`src/hdl/fed_pkg.sv`:
```
// ============================================================================
// fed_pkg : shared types and constants of the feedback echo delay
// Sample and gain formats, delay ring geometry, register indexes and the
// item record passed from the front end to the back end.
// ============================================================================
`default_nettype none

package fed_pkg;

    // sample and gain formats
    localparam int SAMPLE_W     = 16;
    localparam int GAIN_W       = 16;
    localparam int DELAY_W      = 17;

    // delay ring, a power of two so the pointer wraps by itself
    localparam int BUFFER_DEPTH = 131072;
    localparam int ADDR_W       = $clog2(BUFFER_DEPTH);

    // configuration port
    localparam int CFG_INDEX_W  = 1;
    localparam int CFG_DATA_W   = DELAY_W;

    localparam logic [GAIN_W-1:0]  GAIN_RESET  = GAIN_W'(42598);
    localparam logic [DELAY_W-1:0] DELAY_RESET = DELAY_W'(17640);

    typedef enum logic [CFG_INDEX_W-1:0] {
        CFG_GAIN  = 1'b0,
        CFG_DELAY = 1'b1
    } t_cfg_index;

    typedef logic signed [SAMPLE_W-1:0] t_sample;
    typedef logic [ADDR_W-1:0]          t_addr;

    // one classified sample on its way to the back end
    typedef struct packed {
        t_sample sample;
        t_addr   wr_addr;
        t_addr   rd_addr;
        logic    rd_ok;     // delayed entry already written since reset
    } t_fed_item;

    // queue status seen by both ends
    typedef struct packed {
        logic valid;
        logic full;
    } t_fed_qstat;

endpackage

`default_nettype wire

```
`src/hdl/fed_front.sv`:
```
// ============================================================================
// fed_front : sample intake and ring address classification
// Takes input transfers, assigns each sample its write slot, works out the
// delayed read slot and whether that slot has been written since reset.
// ============================================================================
`default_nettype none

module fed_front (
    input  wire logic                         i_clk,
    input  wire logic                         i_rst_n,
    input  wire logic                         i_s_axis_tvalid,
    output logic                              o_s_axis_tready,
    input  wire logic [fed_pkg::SAMPLE_W-1:0] i_s_axis_tdata,   // [15:0] sample_in
    input  wire logic [fed_pkg::DELAY_W-1:0]  i_delay,
    input  wire fed_pkg::t_fed_qstat          i_qstat,
    output logic                              o_push,
    output fed_pkg::t_fed_item                o_item
);

    fed_pkg::t_addr              r_wp;
    fed_pkg::t_addr              n_wp;
    logic                        r_full;
    logic                        n_full;
    logic                        accept;
    fed_pkg::t_addr              dly;
    logic [fed_pkg::ADDR_W:0]    diff;

    // intake handshake
    assign o_s_axis_tready = !i_qstat.full;
    assign accept          = i_s_axis_tvalid && o_s_axis_tready;
    assign o_push          = accept;

    // read slot lies dly behind the write slot; no borrow means no wrap
    assign dly  = i_delay[fed_pkg::ADDR_W-1:0];
    assign diff = {1'b0, r_wp} - {1'b0, dly};

    always_comb begin
        o_item.sample  = fed_pkg::t_sample'(i_s_axis_tdata[fed_pkg::SAMPLE_W-1:0]);
        o_item.wr_addr = r_wp;
        o_item.rd_addr = diff[fed_pkg::ADDR_W-1:0];
        o_item.rd_ok   = r_full || (!diff[fed_pkg::ADDR_W] && (dly != '0));
    end

    // write pointer and ring filled flag
    always_comb begin
        n_wp   = r_wp;
        n_full = r_full;
        if (accept) begin
            n_wp = r_wp + 1'b1;
            if (r_wp == '1) begin
                n_full = 1'b1;
            end
        end
    end

    always_ff @(posedge i_clk) begin
        if (!i_rst_n) begin
            r_wp   <= '0;
            r_full <= 1'b0;
        end else begin
            r_wp   <= n_wp;
            r_full <= n_full;
        end
    end

`ifndef ASSERT_OFF
    a_wp_step : assert property (@(posedge i_clk) disable iff (!i_rst_n)
        accept |=> (r_wp == fed_pkg::t_addr'($past(r_wp) + 1'b1)))
        else $error("write pointer did not step by one");

    a_full_sticky : assert property (@(posedge i_clk) disable iff (!i_rst_n)
        r_full |=> r_full)
        else $error("ring filled flag dropped without reset");
`endif

endmodule

`default_nettype wire

```
`config.mk`:
```
export PLATFORM = sky130hd
export DESIGN_NAME = fed_front
export DESIGN_NICKNAME = d
export VERILOG_FILES = /design/src/hdl/fed_pkg.sv /design/src/hdl/fed_front.sv
export SDC_FILE = /design/constraint.sdc
export NUM_CORES = 1
export LEC_CHECK = 0
export ABC_AREA = 1
export BUFFER_PORTS_ARGS = -buffer_cell sky130_fd_sc_hd__buf_2
export CAP_MARGIN = 10
export CORE_MARGIN = 5
export CORE_UTILIZATION = 35
export DETAILED_ROUTE_END_ITERATION = 12
export PLACE_DENSITY = 0.62
export SYNTH_ARGS = -nofsm -noshare
export SYNTH_HDL_FRONTEND = slang
export SYNTH_SLANG_ARGS = --single-unit
```
`constraint.sdc`:
```
create_clock -name i_clk -period 1.7 [get_ports i_clk]
set_input_delay 0 -clock i_clk [delete_from_list [all_inputs] [get_ports i_clk]]
set_output_delay 0 -clock i_clk [all_outputs]
set_load 0.02 [all_outputs]
```
==> results of run 1 <==
-- final cells by class --
class,instances,share of cell area
multi-input cells,242,0.5535
repair buffers,96,0.2051
flip-flops and latches,18,0.1256
inverters,63,0.07441
well taps,72,0.02835
clock buffers,3,0.01299
-- how the worst max path moves through the flow --
stage | from | endpoint | cells after the start
2_1_floorplan | r_wp[0] | o_item[17] | 11
3_3_place_gp | r_wp[0] | o_item[17] | 13
3_5_place_dp | r_wp[0] | o_item[13] | 13
4_1_cts | r_wp[0] | o_item[13] | 13
5_1_grt | r_wp[0] | o_item[9] | 11
6_report | r_wp[0] | o_item[9] | 11
-- per-stage QoR --
stage	util	std cells	hold slack [ns]	setup WS, ns	TNS, ns
after CTS	0.5248	490	0.0001367	-0.1770	-0.7354
final	0.5667	494	0.000007743	-0.2095	-1.054
after floorplan	-	340	0.05352	0.007785	0
after global placement	0.4471	477	0.0001367	-0.004654	-0.004654
after global routing	0.5667	494	0.00003414	-0.2876	-2.425
after detailed placement	0.4471	477	0.0001367	-0.06863	-0.1385
-- cell families after synthesis --
kind of cell,after synthesis,share of synthesized area
buffers and inverters,80,0.1757
adder cells (fa/ha/maj),20,0.1257
XOR/XNOR,12,0.05125
AND/OR/NAND/NOR,173,0.3795
flip-flops,18,0.1757
AO/OA/AOI/OAI,37,0.09213
-- report_power, final --
part | leakage [nW] | internal (mW) | switching [mW]
Combinational | 1.42 | 0.192 | 0.243
Clock | 0.0216 | 0.158 | 0.143
Sequential | 0.155 | 0.416 | 0.00890
Total | 1.60 | 0.766 | 0.395
-- cell usage after synthesis --
cell,n
a211oi_1,1
fa_1,1
nor2_1,36
nor4_1,3
ha_1,19
o21ai_0,12
nor3_1,4
buf_4,16
nand2_4,1
nor3b_1,1
nand2_2,1
and2_1,2
inv_2,3
nor2_4,3
nand4_1,8
a21oi_1,22
nand3_2,4
inv_1,60
nand2_1,89
o21ai_1,1
dfxtp_1,18
clkbuf_1,1
nor2_2,3
xor2_1,11
a31oi_1,1
nand3_1,18
xnor2_1,1
-- layer usage --
metal,vias to the layer above,share of wire,global-route usage,routed length (um)
li1,1222,-,-,-
met1,1084,0.43,0.1928,2759
met2,53,0.51,0.2928,3265
met3,14,0.038,0.01521,244
met4,0,0.022,0.04674,141
met5,-,0,0,0
-- state kept, by name (all words and copies together), names as in the netlist --
register and cells:
r_wp 17, r_full 1
-- critical path, cell delays in order, from the launching register on --
cell and delay [ns]:
dfxtp_2 0.32, inv_2 0.07, ha_4 0.12, inv_2 0.04, fa_2 0.38, nand3_2 0.09
nand2_4 0.07, nand2_2 0.08, nand2_4 0.06, buf_4 0.14, xor2_2 0.14, buf_6 0.13
-- what timing repair did --
action	in CTS	in global routing
endpoints found under the setup margin	14	15
pin swaps	16	22
buffers inserted	10	4
resized for setup	72	54
==> impl_metrics.ini, run 1 <==
[timing]
timing.fmax_mhz = 523.7
hold_viol = 0
rsz0062_at_grt = true
maxSlewHeadroom = 0.7151
post-route-period-util = 1.123
fin_skew_ns = 0.003175
period_needed_ns = 1.909
worst_pin_slew_ns = 0.4234
finalMaxSlewViolations = 0
setup_viol = 10
fin_ws_ns = -0.2095

[clocking]
postCtsHoldBufs = 0
clock_latency_ns = 0.25
clockRootBuffer = clkbuf_8
htree_levels = 1
clockBufferDepth = 2
cts_buffers = 3
cts_tree = done
cts_sinks = 18
clk_pin_slew_ns = 0.07

[drt]
drc = 0
detail_route.first_pass.iterations = 4
drtIter0Drc = 73
viasPerCell = 4.804
wire_per_inst_um = 12.98
ant_nets = 0
wl_um = 6410
dr_total_vias = 2373

[pwr]
power_mw = 1.160
p_leak_nw = 1.599
ir_worst_vdd_mv = 0.3404
cellPowerDensity_nw_per_um2 = 365.1

[cells_and_area]
multi_input_area_um2 = 1759
fin_area_um2 = 3178
n_antenna_cell = 0
syn2layout_area_growth_pct = 54.97
fill_cells = 536
final_cell_mix = nand2_1, inv_1, buf_2
seq_area_um2 = 399.1
drive_gt1_frac = 0.4692
nets = 482
final_common_cell = nand2_1

[hold_path]
worstHoldPathCells = 0
min_from = i_s_axis_tdata[1]
min_path_type = in -> out
hold_end = o_item[36]

[synthesis]
avgSynthCellArea_um2 = 6.032
synth_seq_cells = 18
synth_area_leaders = dfxtp_1, nand2_1, ha_1
ys.warnings.count = 0
syn_nets = 398
seq_area_frac_synth = 0.1757
yosys.area.top_type = dfxtp_1
synth.distinct_cells = 27
synth_cells = 340
syn_area_um2 = 2051
netlist.area_leader.share = 0.1757

[setup_path]
rrSetupSlack_ns = 0.11
crit_path_end_kind = output port
path_max_fanout = 3
worstSetupPathType = reg -> out
rr_endpoint = r_wp[16]
reg2reg_depth = 8
timing.rr.start = r_wp[5]
worst_ep_arrival_time_ns = 1.91
critical_path_required_ns = 1.70
startpoint_type = register

[place]
placed_area_um2 = 2507
routabilityCongestion = 0.8489
dp_hpwl_um = 4690
port_buffers = 57

[die]
pin_count = 91
start_util = 0.3657
chipWidth_um = 86.55
core_um2 = 5608
die_area_um2 = 7490
rows = 27
dieHeight_um = 86.55

[global_routing]
grt_pass1_vias = 2249
antenna_found_initial = 0
grt-ovfl-total = 0
grt_pass1_wl_um = 9770
grtUsageTotal = 0.1587
grt_max_degree = 12

[outcome]
violations = setup timing
status = finished with violations

[run]
cap_violations = 0
Note: power is estimated with default switching activity, not from simulation.
==> run 2: changes to the inputs <==
REMOVE_ABC_BUFFERS = 1   (was unset)
clock period = 2 ns   (was 1.7 ns; I/O delays follow)
==> run 2 against run 1 <==
Effect of this change: the run now ends clean; sequential share of layout area is 2.3 points higher; wire length fell by 11%; register-to-register slack gained 0.19 ns; sequential power is 13% lower; clock-buffer cell count unchanged; flip-flop and latch count is the same; first-iteration DRC count down 37%.
==> impl_metrics.ini, run 2 (synthesized netlist as in run 1, its figures left out) <==
[outcome]
status = completed

[die]
start_util = 0.3657
chipWidth_um = 86.55
dieHeight_um = 86.55
pin_count = 91
core_um2 = 5608
rows = 27
die_area_um2 = 7490

[clocking]
clk_pin_slew_ns = 0.07
cts_sinks = 18
cts_buffers = 3
clock_latency_ns = 0.25
postCtsHoldBufs = 0
clockRootBuffer = clkbuf_8
htree_levels = 1
cts_tree = done
clockBufferDepth = 2

[global_routing]
grt_pass1_wl_um = 9121
grt_pass1_vias = 2100
antenna_found_initial = 0
grt_max_degree = 12
grt-ovfl-total = 0
grtUsageTotal = 0.1481

[timing]
finalMaxSlewViolations = 0
fin_skew_ns = 0.0005235
setup_viol = 0
post-route-period-util = 0.9445
fin_tns_setup_ns = 0
maxSlewHeadroom = 0.6922
period_needed_ns = 1.889
worst_pin_slew_ns = 0.4575
hold_viol = 0
rsz0062_at_grt = false
timing.fmax_mhz = 529.4

[setup_path]
cpMostUsedCell = nand2_1
crit_path_top_delay_cell = fa_2
crit_family = simple AND/OR/NAND/NOR gates
path_max_fanout = 4
path_cells = inv_2, ha_4, inv_2, fa_2, nand3_2, nand2_2, nand3_1, nand2_1, nand2_1, nand2_1, nand2_1, nand2_1, buf_4
worst_ep_arrival_time_ns = 1.89
cp_num_buf_inv = 3
startpoint_type = register
critical_path_required_ns = 2.00
worstSetupPathType = reg -> out
critPathMaxStageDelay_ns = 0.35
crit_path_end_kind = output port

[cells_and_area]
drive_gt1_frac = 0.2868
utilization = 0.4476
largestRegisters = r_wp (17), r_full (1)
final_common_cell = nand2_1
syn2layout_area_growth_pct = 22.39
n_antenna_cell = 0
nets = 447
fill_cells = 621
seq_area_um2 = 372.9
final_cell_mix = nand2_1, inv_1, buf_2
instances_no_fill = 459
largest_reg_flops = 17
largest-register = r_wp
multi_input_area_um2 = 1443

[run]
cap_violations = 0

[drt]
drtIter0Drc = 46
dr_total_vias = 2230
wl_um = 5695
ant_nets = 0
drc = 0
viasPerCell = 4.858
wire_per_inst_um = 12.41
detail_route.first_pass.iterations = 4

[pwr]
ir_worst_vdd_mv = 0.3645
cellPowerDensity_nw_per_um2 = 358.0
p_leak_nw = 1.360

[place]
dp_hpwl_um = 4823
dp.cells = 453
port_buffers = 57
routabilityCongestion = 0.8540

[hold_path]
min_path_type = in -> out
[run 2: cell types whose count changed in the layout (fill, tap and decap cells not counted), moves of 5 or more]
cell	before	now
buf_4	41	6
ha_4	17	5
dfxtp_4	8	0
dfxtp_1	3	8
buf_6	11	1
buf_2	44	54
ha_1	2	11
nand2_1	61	83
nand3_1	12	17
nand2_2	24	6
[run 2: final cells by class]
class,instances,share of cell area
Timing Repair Buffer,61,0.1301
Sequential cell,18,0.1486
Tap cell,72,0.03589
Multi-Input combinational cell,242,0.5748
Clock buffer,3,0.01645
Inverter,63,0.09422
[run 2: final timing paths]
kind | startpoint | to | slack, ns | cells after the start
worst max-delay path | r_wp[0] | o_item[15] | 0.11 | 13
worst min-delay path | i_s_axis_tdata[9] | o_item[44] | 0.0002 | 0
worst max register to register | r_wp[1] | r_wp[16] | 0.30 | 6
worst min register to register | r_full | r_full | 0.47 | 2
[run 2: layer usage]
layer  global-route usage  vias to the layer above  wire length (um)
li1                     -                     1157                 -
met1               0.1814                      999              2484
met2               0.2594                       66              2775
met3              0.03232                        8               349
met5              0.02797                        -                 0
met4              0.03541                        0                85
[run 2: report_power, final]
group          switching (mW)  total (mW)  internal (mW)
registers             0.00591       0.369          0.363
clock network           0.122       0.256          0.134
logic                   0.170       0.274          0.104
total                   0.298       0.899          0.600
[run 2: metrics by stage]
step,cell area [um2],worst slack [ns],power [mW],hold WS [ns]
after floorplan,1927,0.2261,0.5387,0
after global placement,2310,0.1801,0.6233,0.0001730
after detailed placement,2310,0.1377,0.6264,0.0001730
after CTS,2389,0.007802,0.8849,0.0001730
after global routing,2510,0.003360,0.9393,0.0001223
final,2510,0.1111,0.8986,0.0001567
[run 2: worst reg2reg max path, delay by kind of cell, from the launching register on]
| kind | cells | cell delay (ns) |
|---|---|---|
| adder cells (fa/ha/maj) | 2 | 0.53 |
| flip-flops | 1 | 0.48 |
| AND/OR/NAND/NOR | 3 | 0.43 |
| AO/OA/AOI/OAI | 1 | 0.15 |
[run 2: repair_timing]
item                       CTS  global route
resized for setup           11            30
setup buffers                2             1
pin swaps                    2             4
setup endpoints to repair    6            12
==> run 3: changes to the inputs <==
ABC_AREA = 0   (was 1)
CORE_MARGIN = 2   (was 5)
PLACE_DENSITY = unset   (was 0.62)
PLACE_DENSITY_LB_ADDON = 0.25   (was unset)
==> run 3 against run 2 <==
Effect of this change: the flow now finishes with violations (setup timing); setup slack worse by 0.34 ns; sequential share of layout area is 2.3 points lower; clock skew is 0.0030 ns higher; clock-buffer cell count is 1 higher; critical path depth down 3; power is 9.2% higher; sequential power down 2%; largest power group unchanged; fmax is 15% lower; register-to-register slack worse by 0.12 ns; first-iteration DRC count up 6.5%; synthesized cell count down 26%; die area fell by 17%.
==> impl_metrics.ini, run 3 <==
[synthesis]
synthTopCellsByCount = inv_1, ha_1, dfxtp_1
avgSynthCellArea_um2 = 7.816
synth_edf_count = 0
yosys.area.top_type = dfxtp_1
netlist.area_leader.share = 0.1837
syn_area_um2 = 1962
synth_cells = 251
synth_area_leaders = dfxtp_1, ha_1, xnor2_1
async_reset_ff_frac = 0
synth_top_flop_cell = dfxtp_1
synth.distinct_cells = 53
yosysMostFrequentCell = inv_1
ys.warnings.count = 0
synth_seq_cells = 18
seq_area_frac_synth = 0.1837

[cells_and_area]
final_common_cell = buf_4
final_cell_mix = buf_4, buf_2, inv_1
syn2layout_area_growth_pct = 48.85
largest_reg_flops = 17
largest-register = r_wp
n_antenna_cell = 0
largestRegisters = r_wp (17), r_full (1)
drive_gt1_frac = 0.4524
nets = 395
utilization = 0.5336

[hold_path]
min_path_type = in -> out
min_from = i_s_axis_tdata[13]

[drt]
drtIter0Drc = 49
detail_route.first_pass.iterations = 6
drc = 0
wl_um = 5894
wire_per_inst_um = 14.45
viasPerCell = 5.020
ant_nets = 0
dr_total_vias = 2048

[timing]
setup_viol = 13
post-route-period-util = 1.116
fin_ws_ns = -0.2324
finalMaxSlewViolations = 0
whs_ns = 0.0001357
timing.fmax_mhz = 447.9
period_needed_ns = 2.232
fin_skew_ns = 0.003547
maxSlewHeadroom = 0.6499
hold_viol = 0
worst_pin_slew_ns = 0.5197
rsz0062_at_grt = true

[clocking]
clk_pin_slew_ns = 0.07
clockRootBuffer = clkbuf_8
clockBufferDepth = 2
clock_latency_ns = 0.25
cts_sinks = 18
htree_levels = 1
cts_buffers = 3
postCtsHoldBufs = 0
cts_tree = done

[setup_path]
startpoint = r_wp[0]
critical_path_required_ns = 2.00
startpoint_type = register
timing.rr.start = r_wp[1]
worstSetupPathType = reg -> out
crit_path_end_kind = output port
path_max_fanout = 2
worst_ep_arrival_time_ns = 2.23

[global_routing]
grt_pass1_vias = 2007
grtUsageTotal = 0.1822
grt_max_degree = 19
antenna_found_initial = 0
grt-ovfl-total = 0
grt_pass1_wl_um = 9073

[outcome]
status = finished with violations
violations = setup timing

[pwr]
power_mw = 0.9810
cellPowerDensity_nw_per_um2 = 335.9
p_leak_nw = 1.385
ir_worst_vdd_mv = 0.2546

[place]
routabilityCongestion = 0.8542
dp_hpwl_um = 4435
port_buffers = 57

[die]
start_util = 0.3585
core_um2 = 5473
rows = 27
die_area_um2 = 6220
chipWidth_um = 78.87
dieHeight_um = 78.87
pin_count = 91

[run]
cap_violations = 0
run 3: path summary, 6_finish.rpt:
check | end | slack [ns] | cells after the start
setup / recovery | o_item[15] | -0.23 | 10
hold / removal | o_item[48] | 0.0001 | 0
setup reg to reg | r_wp[10] | 0.18 | 7
hold reg to reg | r_full | 0.53 | 2
run 3: repair_timing:
action | in CTS | in global routing
pin swaps | 13 | 17
setup buffers | 11 | 5
gates resized for setup | 44 | 30
cloned | 0 | 0
endpoints found under the setup margin | 13 | 14
run 3: routing by layer:
layer  part of all wire  track usage  routed length [um]  up-vias
met2               0.50       0.3179                2940       49
li1                   -            -                   -     1042
met5                  0            0                   0        -
met4              0.012      0.06379                  69        0
met1               0.44       0.2186                2615      952
met3              0.046      0.04318                 269        5
run 3: cells by family (layout without fill, tap and decap cells):
family                   count (synthesis)  count (layout)  synth area share
XOR/XNOR                                21              21           0.09375
AND/OR/NAND/NOR                         80              80            0.2296
adder cells (fa/ha/maj)                 20              20            0.1314
flip-flops                              18              18            0.1837
multiplexers                             3               3           0.01531
AO/OA/AOI/OAI                           64              64            0.2277
buffers and inverters                   45             130            0.1186
run 3: per-stage QoR:
| step | TNS, ns | cell area [um2] | worst slack [ns] | instances |
|---|---|---|---|---|
| finish | -1.497 | 2920 | -0.2324 | 408 |
| global route | -2.663 | 2920 | -0.3458 | 408 |
| CTS | -1.850 | 2740 | -0.2294 | 404 |
| detailed placement | -0.7336 | 2424 | -0.2154 | 389 |
| global placement | -0.5191 | 2424 | -0.1955 | 389 |
| floorplan | -0.6156 | 1815 | -0.1728 | 229 |
run 3: where the power goes:
group | internal (mW) | switching (mW)
clock | 0.175 | 0.124
sequential | 0.361 | 0.00184
combinational | 0.150 | 0.169
run 3: critical path, stage by stage (launching register included):
cell      delay (ns)
dfxtp_2         0.33
inv_2           0.07
ha_4            0.14
inv_2           0.04
fa_2            0.38
a211oi_4        0.25
o21bai_1        0.11
a21o_1          0.21
a41oi_2         0.15
xnor2_1         0.14
buf_4           0.16
run 3: cell type report:
cell class              count  area (um2)
clock buffers               4       55.05
flip-flops and latches     18       365.4
multi-input cells         188        1620
well taps                  72       90.09
fillers                   541        2552
repair buffers            103       703.2
inverters                  23       86.33
