===== src/hdl/fed_pkg.sv =====
// ============================================================================
// fed_pkg : shared types and constants of the feedback echo delay
// Sample and gain formats, delay ring geometry, register indexes and the
// item record passed from the front end to the back end.
// ============================================================================
`default_nettype none

package fed_pkg;

    // sample and gain formats
    localparam int SAMPLE_W     = 16;
    localparam int GAIN_W       = 16;
    localparam int DELAY_W      = 17;

    // delay ring, a power of two so the pointer wraps by itself
    localparam int BUFFER_DEPTH = 131072;
    localparam int ADDR_W       = $clog2(BUFFER_DEPTH);

    // configuration port
    localparam int CFG_INDEX_W  = 1;
    localparam int CFG_DATA_W   = DELAY_W;

    localparam logic [GAIN_W-1:0]  GAIN_RESET  = GAIN_W'(42598);
    localparam logic [DELAY_W-1:0] DELAY_RESET = DELAY_W'(17640);

    typedef enum logic [CFG_INDEX_W-1:0] {
        CFG_GAIN  = 1'b0,
        CFG_DELAY = 1'b1
    } t_cfg_index;

    typedef logic signed [SAMPLE_W-1:0] t_sample;
    typedef logic [ADDR_W-1:0]          t_addr;

    // one classified sample on its way to the back end
    typedef struct packed {
        t_sample sample;
        t_addr   wr_addr;
        t_addr   rd_addr;
        logic    rd_ok;     // delayed entry already written since reset
    } t_fed_item;

    // queue status seen by both ends
    typedef struct packed {
        logic valid;
        logic full;
    } t_fed_qstat;

endpackage

`default_nettype wire


===== src/hdl/fed_queue.sv =====
// ============================================================================
// fed_queue : two-entry queue between front and back end
// Lets the intake keep taking samples while the back end waits on its
// receiver.
// ============================================================================
`default_nettype none

module fed_queue (
    input  wire logic               i_clk,
    input  wire logic               i_rst_n,
    input  wire logic               i_push,
    input  wire fed_pkg::t_fed_item i_item,
    input  wire logic               i_pop,
    output fed_pkg::t_fed_item      o_head,
    output fed_pkg::t_fed_qstat     o_qstat
);

    fed_pkg::t_fed_item r_slot [2];
    logic               r_wr_ptr;
    logic               r_rd_ptr;
    logic [1:0]         r_count;
    logic [1:0]         n_count;

    assign o_head        = r_slot[r_rd_ptr];
    assign o_qstat.valid = (r_count != 2'd0);
    assign o_qstat.full  = (r_count == 2'd2);

    // occupancy
    assign n_count = r_count + 2'(i_push) - 2'(i_pop);

    // pointers
    always_ff @(posedge i_clk) begin
        if (!i_rst_n) begin
            r_wr_ptr <= 1'b0;
            r_rd_ptr <= 1'b0;
            r_count  <= 2'd0;
        end else begin
            r_count <= n_count;
            if (i_push) begin
                r_wr_ptr <= !r_wr_ptr;
            end
            if (i_pop) begin
                r_rd_ptr <= !r_rd_ptr;
            end
        end
    end

    // entry storage
    always_ff @(posedge i_clk) begin
        if (i_push) begin
            r_slot[r_wr_ptr] <= i_item;
        end
    end

`ifndef ASSERT_OFF
    a_count_bound : assert property (@(posedge i_clk) disable iff (!i_rst_n)
        r_count != 2'd3)
        else $error("queue occupancy beyond two entries");
`endif

endmodule

`default_nettype wire


===== config.mk =====
export PLATFORM = sky130hd
export DESIGN_NAME = fed_queue
export DESIGN_NICKNAME = d
export VERILOG_FILES = /design/src/hdl/fed_pkg.sv /design/src/hdl/fed_queue.sv
export SDC_FILE = /design/constraint.sdc
export NUM_CORES = 1
export LEC_CHECK = 0
export BUFFER_PORTS_ARGS = -buffer_cell sky130_fd_sc_hd__buf_2
export CAP_MARGIN = 20
export CORE_MARGIN = 2
export CORE_UTILIZATION = 45
export CTS_CLUSTER_DIAMETER = 30
export DETAILED_ROUTE_END_ITERATION = 6
export HOLD_SLACK_MARGIN = 0.02
export MAX_ROUTING_LAYER = met4
export PLACE_DENSITY = 0.77
export SYNTH_ARGS = -nofsm -noshare
export SYNTH_HDL_FRONTEND = slang
export SYNTH_SLANG_ARGS = --single-unit

===== constraint.sdc =====
create_clock -name i_clk -period 5.32 [get_ports i_clk]
set_input_delay 0.266 -clock i_clk [delete_from_list [all_inputs] [get_ports i_clk]]
set_output_delay 0.266 -clock i_clk [all_outputs]
set_load 0.005 [all_outputs]

==> results of run 1 <==
[metrics by stage]
stage | hold slack (ns) | std cells
floorplan | 0.365 | 180
global placement | 0.456 | 394
detailed placement | 0.458 | 394
CTS | 0.0630 | 410
global route | 0.0547 | 411
finish | 0.0839 | 411
[cell usage after synthesis]
| master | instances |
|---|---|
| edfxtp_1 | 102 |
| mux2_4 | 50 |
| buf_12 | 5 |
| dfxtp_1 | 5 |
| and2_1 | 4 |
| nor2b_1 | 4 |
| ha_1 | 2 |
| inv_1 | 2 |
| buf_6 | 1 |
| mux2_2 | 1 |
| o21a_1 | 1 |
| or2_2 | 1 |
| xnor3_1 | 1 |
| xor2_1 | 1 |
[how the worst min path moves through the flow]
| stage | from | to | slack, ns | depth (start not counted) |
|---|---|---|---|---|
| floorplan | i_item[0] | r_slot[0][0] | 0.36 | 0 |
| global placement | i_item[50] | r_slot[1][50] | 0.46 | 1 |
| detailed placement | i_item[40] | r_slot[0][40] | 0.46 | 1 |
| CTS | i_item[31] | r_slot[1][31] | 0.06 | 1 |
| global route | i_item[40] | r_slot[0][40] | 0.05 | 1 |
| finish | i_item[40] | r_slot[0][40] | 0.08 | 1 |
[worst max-delay path, delay by kind of cell, from the launching register on]
| family | cells | cell delay [ns] |
|---|---|---|
| mux | 1 | 0.36 |
| flops | 1 | 0.96 |
| buf+inv | 1 | 0.13 |
[routing by layer]
layer	part of all wire	vias up	track usage
met5	0	-	-
met3	0.070	6	0.0460
li1	-	926	-
met2	0.51	82	0.219
met1	0.41	959	0.150
met4	0.0084	0	0.0632
[flip-flops by register name, summed over array words and instances, names as in the netlist, named ones only]
name,count
r_slot,102
r_count,2
r_wr_ptr,1
r_rd_ptr,1
[placed cells by master, fill, tap and decap left out, drive strengths merged]
cell      Yosys  final
mux2         51     51
edfxtp      102    102
diode         0      1
buf           6    109
or2           1      1
clkinvlp      0      1
and2          4      4
nor2b         4      4
clkinv        0      5
xnor3         1      1
clkbuf        0     10
ha            2      2
inv           2      2
dfxtp         5      5
o21a          1      1
xor2          1      1
[layout make-up]
cell class,count,share of cell area
diodes,1,0.000508
clock buffers,10,0.0259
clock inverters,6,0.00863
inverters,2,0.00152
multi-input cells,65,0.181
flip-flops and latches,107,0.643
well taps,111,0.0282
repair buffers,109,0.112
[kinds of logic after synthesis]
| family | Yosys count | share of synthesized area |
|---|---|---|
| adders and majority gates | 2 | 0.00601 |
| DFF | 107 | 0.760 |
| muxes | 51 | 0.183 |
| AOI/OAI and AO/OA | 1 | 0.00180 |
| buffers and inverters | 8 | 0.0285 |
| and+or+nand+nor | 9 | 0.0135 |
| xor gates and xnor gates | 2 | 0.00751 |
[power by group]
group          internal (mW)  switching, mW  leakage, nW
logic                  0.122         0.0669        0.885
clock network          0.170          0.258       0.0839
registers              0.972         0.0332         1.00
==> impl_metrics.py, run 1 <==
metrics = {
    "route": {
        "via_per_inst": 4.80,
        "vias": 1973,
        "drt-total-wl_um": 6400,
        "detail-route-antenna-nets": 0,
        "wl_per_cell_um": 15.6,
        "drt_iter0_markers": 74,
        "firstDrtPassIters": 4,
        "drcViolationCount": 0,
    },
    "timing": {
        "fin_skew_ns": 0.00812,
        "setup_viol": 0,
        "rsz0062_at_grt": "no",
        "hold_violations": 0,
        "fmax_mhz": 467,
        "fin_ws_ns": 3.18,
        "layout_min_cycle_time_ns": 2.14,
        "worst_pin_slew_ns": 0.957,
        "maxSlewViolCount": 0,
        "fin_crit_sh": 0.403,
        "tns_ns": 0,
        "slew_headroom": 0.362,
    },
    "grt": {
        "grt_max_degree": 52,
        "grt.overflow.total": 0,
        "antenna_found_initial": 1,
        "grt_pass1_vias": 2042,
        "grt_pass1_wl_um": 9660,
        "track_usage": 0.135,
    },
    "cells_and_area": {
        "fin_nets": 351,
        "stdcell_area_um2": 4930,
        "drive_gt1_frac": 0.595,
        "regArea_um2": 3170,
        "final_util": 0.541,
        "multi_input_area_um2": 891,
        "nFillCells": 749,
        "area_growth_pct": 18.3,
    },
    "critical_path": {
        "endpoint": "o_head[39]",
        "crit_path_max_fanout": 51,
        "rr_startpoint": "r_wr_ptr",
        "cpMaxStageDelayCell": "dfxtp_4",
        "r2r_setup_slack_ns": 3.59,
        "slowest_delay_ns": 0.96,
        "cp.arrival_ns": 1.88,
        "rr_endpoint": "r_slot[0][25]",
        "reg2regPathDepth": 2,
        "startpoint_type": "flip-flop",
        "cp.required_ns": 5.05,
        "critPathKind": "flip-flop to output port",
        "crit_path_end_kind": "output port",
        "crit_chain": "mux2_4, buf_2",
    },
    "synth": {
        "synthesis.nets": 237,
        "yosys_warnings": 0,
        "synth_cells": 180,
        "synth_area_um2": 4160,
        "synth-seq-cells": 107,
        "syn_area_per_cell_um2": 23.1,
        "synthDistinctLibCells": 14,
        "yosys.area.top_type_share": 0.736,
        "synthTopCellsByArea": "edfxtp_1, mux2_4, buf_12",
        "yosys.area.top_type": "edfxtp_1",
        "seq_area_frac_synth": 0.760,
    },
    "min_path": {
        "hold_path_class": "primary input to flip-flop",
    },
    "flow_run": {
        "max-cap-violations": 0,
    },
    "clocking": {
        "clk_path_buf_depth": 2,
        "cts_resized": 0,
        "cts_setup_buffers": 0,
        "clk_pin_slew_worst_paths_ns": 0.10,
        "cts_tree": "built",
        "postCtsHoldBufs": 0,
        "htree_levels": 3,
        "cts_num_sinks": 107,
        "cts_buffers": 9,
        "root_buffer": "clkbuf_8",
        "worstSkewPairLatency_ns": 0.36,
    },
    "status": {
        "status": "complete, no violations",
    },
    "floorplanning": {
        "coreArea_um2": 9110,
        "fp.dieW_um": 100,
        "pin_count": 108,
        "die_area_um2": 10000,
        "initial_core_util": 0.457,
        "die_h_um": 100,
        "rows": 35,
    },
    "power": {
        "peakVddDrop_mv": 0.147,
        "design_power_total_mw": 1.62,
        "cellLeakagePower_nw": 1.97,
        "cellPowerDensity_nw_per_um2": 329,
    },
    "placed_design": {
        "port_buffers": 107,
        "dp_hpwl_um": 4170,
        "placed_area_um2": 4750,
        "place_ws_ns": 3.43,
        "gp_congestion": 0.682,
    },
}
(Power assumes the default switching activity.)
==> inputs of run 2 (changes only) <==
Clock period 5.32 ns to 2.1 ns, I/O delays scaled along.
==> run 2 against run 1 <==
  * Sequential cell count stayed put
  * Non-clock buffer count is 57 higher
  * Critical path type unchanged
  * Largest cell class unchanged
  * Critical path depth is 1 higher
  * Worst setup slack worse by 2.8 ns
  * Clock skew hardly changed
  * Total power grew to 2.5 times the previous value
  * Largest power group unchanged
  * Wire length is 6.0% higher
==> impl_metrics.py, run 2 (synthesis gave the netlist of run 1 again) <==
metrics = {
    "min_path": {
        "hold_path_class": "primary input to flip-flop",
    },
    "critical_path": {
        "cp.arrival_ns": 1.60,
        "r2r_setup_slack_ns": 0.66,
        "slowest_delay_ns": 0.50,
        "critPathKind": "flip-flop to output port",
        "startpoint_type": "flip-flop",
        "cp.required_ns": 2.00,
        "crit_path_max_fanout": 13,
        "crit_chain": "buf_4, mux2_4, buf_2",
        "critical_path_buf_inv_count": 2,
        "crit_path_end_kind": "output port",
        "cpMaxStageDelayCell": "dfxtp_4",
        "crit_family": "flip-flops",
    },
    "grt": {
        "track_usage": 0.144,
        "grt_pass1_vias": 2112,
        "grt_max_degree": 28,
        "grt.overflow.total": 0,
        "grt_pass1_wl_um": 10400,
        "antenna_found_initial": 0,
    },
    "placed_design": {
        "gp_congestion": 0.697,
        "port_buffers": 107,
        "place_ws_ns": 0.637,
        "place_inst": 399,
        "dp_hpwl_um": 4490,
    },
    "timing": {
        "whs_ns": 0.110,
        "hold_violations": 0,
        "layout_min_cycle_time_ns": 1.71,
        "setup_viol": 0,
        "slew_headroom": 0.722,
        "worst_pin_slew_ns": 0.417,
        "tns_ns": 0,
        "rsz0062_at_grt": "no",
        "maxSlewViolCount": 0,
        "fin_ws_ns": 0.393,
        "fin_skew_ns": 0.00822,
        "fin_crit_sh": 0.813,
        "fmax_mhz": 586,
    },
    "cells_and_area": {
        "antenna_cells": 0,
        "final_common_cell": "buf_2",
        "final_cells": 465,
        "top_regs": "r_slot x102, r_count x2",
        "drive_gt1_frac": 0.508,
        "area_growth_pct": 31.7,
        "largest_reg_flops": 102,
        "fin_nets": 408,
        "final_cell_mix": "buf_2, edfxtp_1, dlygate4sd3_1, mux2_4, clkbuf_8",
        "largest_register": "r_slot",
    },
    "clocking": {
        "htree_levels": 3,
        "cts_num_sinks": 107,
        "cts_buffers": 9,
        "clk_pin_slew_worst_paths_ns": 0.08,
        "root_buffer": "clkbuf_8",
        "cts_tree": "built",
        "worstSkewPairLatency_ns": 0.35,
        "cts_resized": 0,
        "clk_path_buf_depth": 2,
    },
    "route": {
        "detail-route-antenna-nets": 0,
        "vias": 2133,
        "drt-total-wl_um": 6780,
        "wl_per_cell_um": 14.6,
        "via_per_inst": 4.59,
        "firstDrtPassIters": 4,
        "drcViolationCount": 0,
        "drt_iter0_markers": 77,
    },
    "floorplanning": {
        "die_area_um2": 10000,
        "initial_core_util": 0.457,
        "rows": 35,
        "fp.dieW_um": 100,
        "die_h_um": 100,
        "coreArea_um2": 9110,
        "pin_count": 108,
    },
    "power": {
        "cellPowerDensity_nw_per_um2": 753,
        "peakVddDrop_mv": 0.395,
        "design_power_total_mw": 4.13,
        "cellLeakagePower_nw": 2.21,
    },
    "flow_run": {
        "max-cap-violations": 0,
    },
    "status": {
        "status": "complete, no violations",
    },
}
-- run 2: changes by cell type in the layout (fill, tap and decap cells not counted), sizes merged --
cell,before,now
dlygate4sd3,0,52
buf,109,114
clkinv,5,3
diode,1,0
-- run 2: path summary, 6_finish.rpt --
kind / start / endpoint / cells after the start
min reg2reg: r_rd_ptr / r_rd_ptr / 2
max reg2reg: r_wr_ptr / r_slot[1][45] / 2
min: i_pop / r_rd_ptr / 3
max: flip-flop / o_head[3] / 3
-- run 2: cell type report --
type / count / area, um^2
multi-input cells: 65 / 891
well taps: 111 / 139
flip-flops and latches: 107 / 3170
fillers: 682 / 3620
clock inverters: 4 / 20.0
inverters: 2 / 7.51
repair buffers: 166 / 1130
clock buffers: 10 / 128
-- run 2: per-stage QoR --
step / utilization / area (um^2)
after floorplan: - / 4170
after global placement: 0.529 / 4820
after detailed placement: 0.529 / 4820
after CTS: 0.602 / 5490
after global routing: 0.602 / 5490
final: 0.602 / 5490
-- run 2: power breakdown --
group / switching [mW] / internal, mW / leakage, nW
combinational: 0.227 / 0.383 / 1.13
sequential: 0.0460 / 2.46 / 1.00
clock: 0.603 / 0.409 / 0.0731
total: 0.876 / 3.25 / 2.21
-- run 2: what timing repair did --
item	in CTS	in global routing
setup buffers	0	0
hold endpoints to repair	106	0
hold buffers	52	0
-- run 2: tightest hold or removal path, stage by stage --
cell and delay (ns):
buf_2 0.10, xor2_1 0.06, and2_1 0.14
-- run 2: layer usage --
metal | GRT usage | vias to the layer above | part of all wire
li1 | - | 1038 | -
met1 | 0.159 | 1019 | 0.41
met2 | 0.249 | 69 | 0.53
met3 | 0.0494 | 7 | 0.050
met4 | 0.0400 | 0 | 0.010
met5 | - | - | 0
==> inputs of run 3 (changes only) <==
Settings changed: ABC_AREA from default to 1.
Clock period 2.1 ns to 1.79 ns, I/O delays scaled along.
==> run 3 against run 2 <==
  * Die area about the same
  * Clock-buffer cell count is 1 lower
  * Worst hold slack improved by 0.34 ns
  * Utilization up 0.52 points
  * Cell count rose by 3.2%
  * Critical endpoint is now o_head[50]
  * Highest routed layer unchanged
==> impl_metrics.py, run 3 <==
metrics = {
    "synth": {
        "synthesis.nets": 249,
        "synth_most_common_cell": "edfxtp_1",
        "synthAdderAreaFrac": 0.00601,
        "synth_cells": 192,
        "synth_common_cells": "edfxtp_1, mux2_4, nand2_1, nor2_1, inv_1",
        "synth-edff-count": 102,
        "yosys.area.top_type": "edfxtp_1",
        "seq_area_frac_synth": 0.760,
        "yosys_warnings": 0,
        "synth-seq-cells": 107,
        "synth_top_family_by_area": "multiplexers",
        "synth_xor_area_frac": 0,
        "synth-compound-area-share": 0.00120,
        "synthDistinctLibCells": 12,
        "muxShareOfSynthArea": 0.183,
        "ys.flop_type": "edfxtp_1",
        "async_flop_share": 0,
        "synthTopCellsByArea": "edfxtp_1, mux2_4, buf_12",
        "yosys.area.top_type_share": 0.736,
        "syn_area_per_cell_um2": 21.7,
        "synthSimpleGateAreaFrac": 0.0165,
        "synth_area_um2": 4160,
    },
    "clocking": {
        "clk_path_buf_depth": 2,
        "htree_levels": 3,
        "worstSkewPairLatency_ns": 0.35,
        "clk_pin_slew_worst_paths_ns": 0.10,
        "cts_num_sinks": 107,
        "cts_tree": "built",
        "root_buffer": "clkbuf_8",
        "postCtsHoldBufs": 54,
        "cts_buffers": 9,
        "cts_setup_buffers": 0,
        "cts_resized": 0,
    },
    "timing": {
        "setup_viol": 0,
        "hold_violations": 0,
        "slew_headroom": 0.694,
        "maxSlewViolCount": 0,
        "fmax_mhz": 595,
        "layout_min_cycle_time_ns": 1.68,
        "worst_pin_slew_ns": 0.459,
        "fin_crit_sh": 0.939,
        "tns_ns": 0,
        "rsz0062_at_grt": "no",
        "fin_skew_ns": 0.00648,
    },
    "floorplanning": {
        "die_h_um": 100,
        "pin_count": 108,
        "fp.dieW_um": 100,
        "rows": 35,
        "initial_core_util": 0.457,
        "die_area_um2": 10000,
        "coreArea_um2": 9110,
    },
    "critical_path": {
        "reg2regPathDepth": 3,
        "slowest_delay_ns": 0.39,
        "cp.required_ns": 1.70,
        "startpoint_type": "flip-flop",
        "critPathKind": "flip-flop to output port",
        "rr_startpoint": "r_wr_ptr",
        "cp.arrival_ns": 1.59,
        "crit_path_max_fanout": 51,
        "crit_chain": "buf_12, mux2_2, buf_2",
        "r2r_setup_slack_ns": 0.39,
        "rr_endpoint": "r_slot[1][35]",
        "crit_path_end_kind": "output port",
        "cpMaxStageDelayCell": "mux2_2",
    },
    "cells_and_area": {
        "multi_input_area_um2": 868,
        "final_cell_mix": "buf_2, edfxtp_1, dlygate4sd3_1, mux2_4",
        "final_common_cell": "buf_2",
        "top_regs": "r_slot x102, r_count x2",
        "area_growth_pct": 33.0,
        "largest_reg_flops": 102,
        "stdcell_area_um2": 5530,
        "regArea_um2": 3170,
        "drive_gt1_frac": 0.489,
        "largest_register": "r_slot",
        "fin_nets": 420,
        "nFillCells": 691,
    },
    "power": {
        "cellLeakagePower_nw": 2.24,
        "peakVddDrop_mv": 0.497,
        "cellPowerDensity_nw_per_um2": 886,
    },
    "route": {
        "drt_iter0_markers": 77,
        "drt-total-wl_um": 6990,
        "detail-route-antenna-nets": 0,
        "firstDrtPassIters": 4,
        "wl_per_cell_um": 14.6,
        "drcViolationCount": 0,
        "via_per_inst": 4.60,
        "vias": 2208,
    },
    "min_path": {
        "hold_path_class": "primary input to flip-flop",
        "hold_end": "r_slot[1][30]",
        "min_from": "i_item[30]",
        "whs_path_depth": 2,
    },
    "grt": {
        "grt_pass1_wl_um": 10400,
        "grt.overflow.total": 0,
        "grt_pass1_vias": 2237,
        "antenna_found_initial": 1,
        "grt_max_degree": 52,
        "track_usage": 0.143,
    },
    "flow_run": {
        "max-cap-violations": 0,
    },
    "status": {
        "status": "complete, no violations",
    },
    "placed_design": {
        "dp_hpwl_um": 4330,
        "placed_area_um2": 4810,
        "gp_congestion": 0.702,
        "port_buffers": 107,
    },
}
run 3: cell count changes after synthesis, moves of 4 or more:
cell | before | now
nand2_1 | 0 | 9
nor2_1 | 0 | 8
inv_1 | 2 | 7
and2_1 | 4 | 0
nor2b_1 | 4 | 0
run 3: cell families (layout without fill, tap and decap cells):
group,count (synthesis),after routing
mux,51,51
buf+inv,13,189
flops,107,107
simple gates,18,18
compound gates,1,1
other cells,0,1
fa+ha+maj,2,2
run 3: report_power, final:
| group | internal [mW] | switching, mW |
|---|---|---|
| combinational | 0.388 | 0.264 |
| sequential | 2.89 | 0.0378 |
| clock | 0.517 | 0.806 |
run 3: how the worst max path moves through the flow:
| stage | to | slack, ns | cells past startpoint | from |
|---|---|---|---|---|
| after floorplan | r_slot[1][0] | 0.23 | 2 | r_wr_ptr |
| after global placement | r_slot[1][30] | 0.42 | 3 | r_wr_ptr |
| after detailed placement | r_slot[1][30] | 0.38 | 3 | r_wr_ptr |
| after CTS | o_head[50] | 0.09 | 3 | flip-flop |
| after global routing | o_head[50] | 0.03 | 3 | flip-flop |
| final | o_head[50] | 0.11 | 3 | flip-flop |
run 3: worst max-delay path: cells and delay by family, from the launching register on:
family,cells,cell delay [ns]
buf+inv,2,0.46
mux,1,0.39
flops,1,0.36
run 3: final cells by class:
type,count,share of cell area
Tap cell,111,0.0251
Clock buffer,9,0.0224
Clock inverter,7,0.00927
Sequential cell,107,0.572
Multi-Input combinational cell,72,0.157
Antenna cell,1,0.000452
Inverter,7,0.00543
Timing Repair Buffer,166,0.208
run 3: per-layer routing:
metal,vias to the layer above,part of all wire,track usage
met5,-,0,-
met2,64,0.53,0.251
met4,0,0.014,0.0464
met1,1060,0.40,0.156
met3,8,0.048,0.0432
li1,1076,-,-
run 3: through the flow:
step	power [mW]	utilization	cells	worst slack, ns	hold WS [ns]
2_1_floorplan	3.33	-	192	0.226	0.183
3_3_place_gp	3.53	0.529	409	0.417	0.278
3_5_place_dp	3.55	0.529	409	0.378	0.281
4_1_cts	4.95	0.607	479	0.0949	0.430
5_1_grt	5.12	0.607	480	0.0275	0.432
6_report	4.90	0.607	480	0.110	0.449
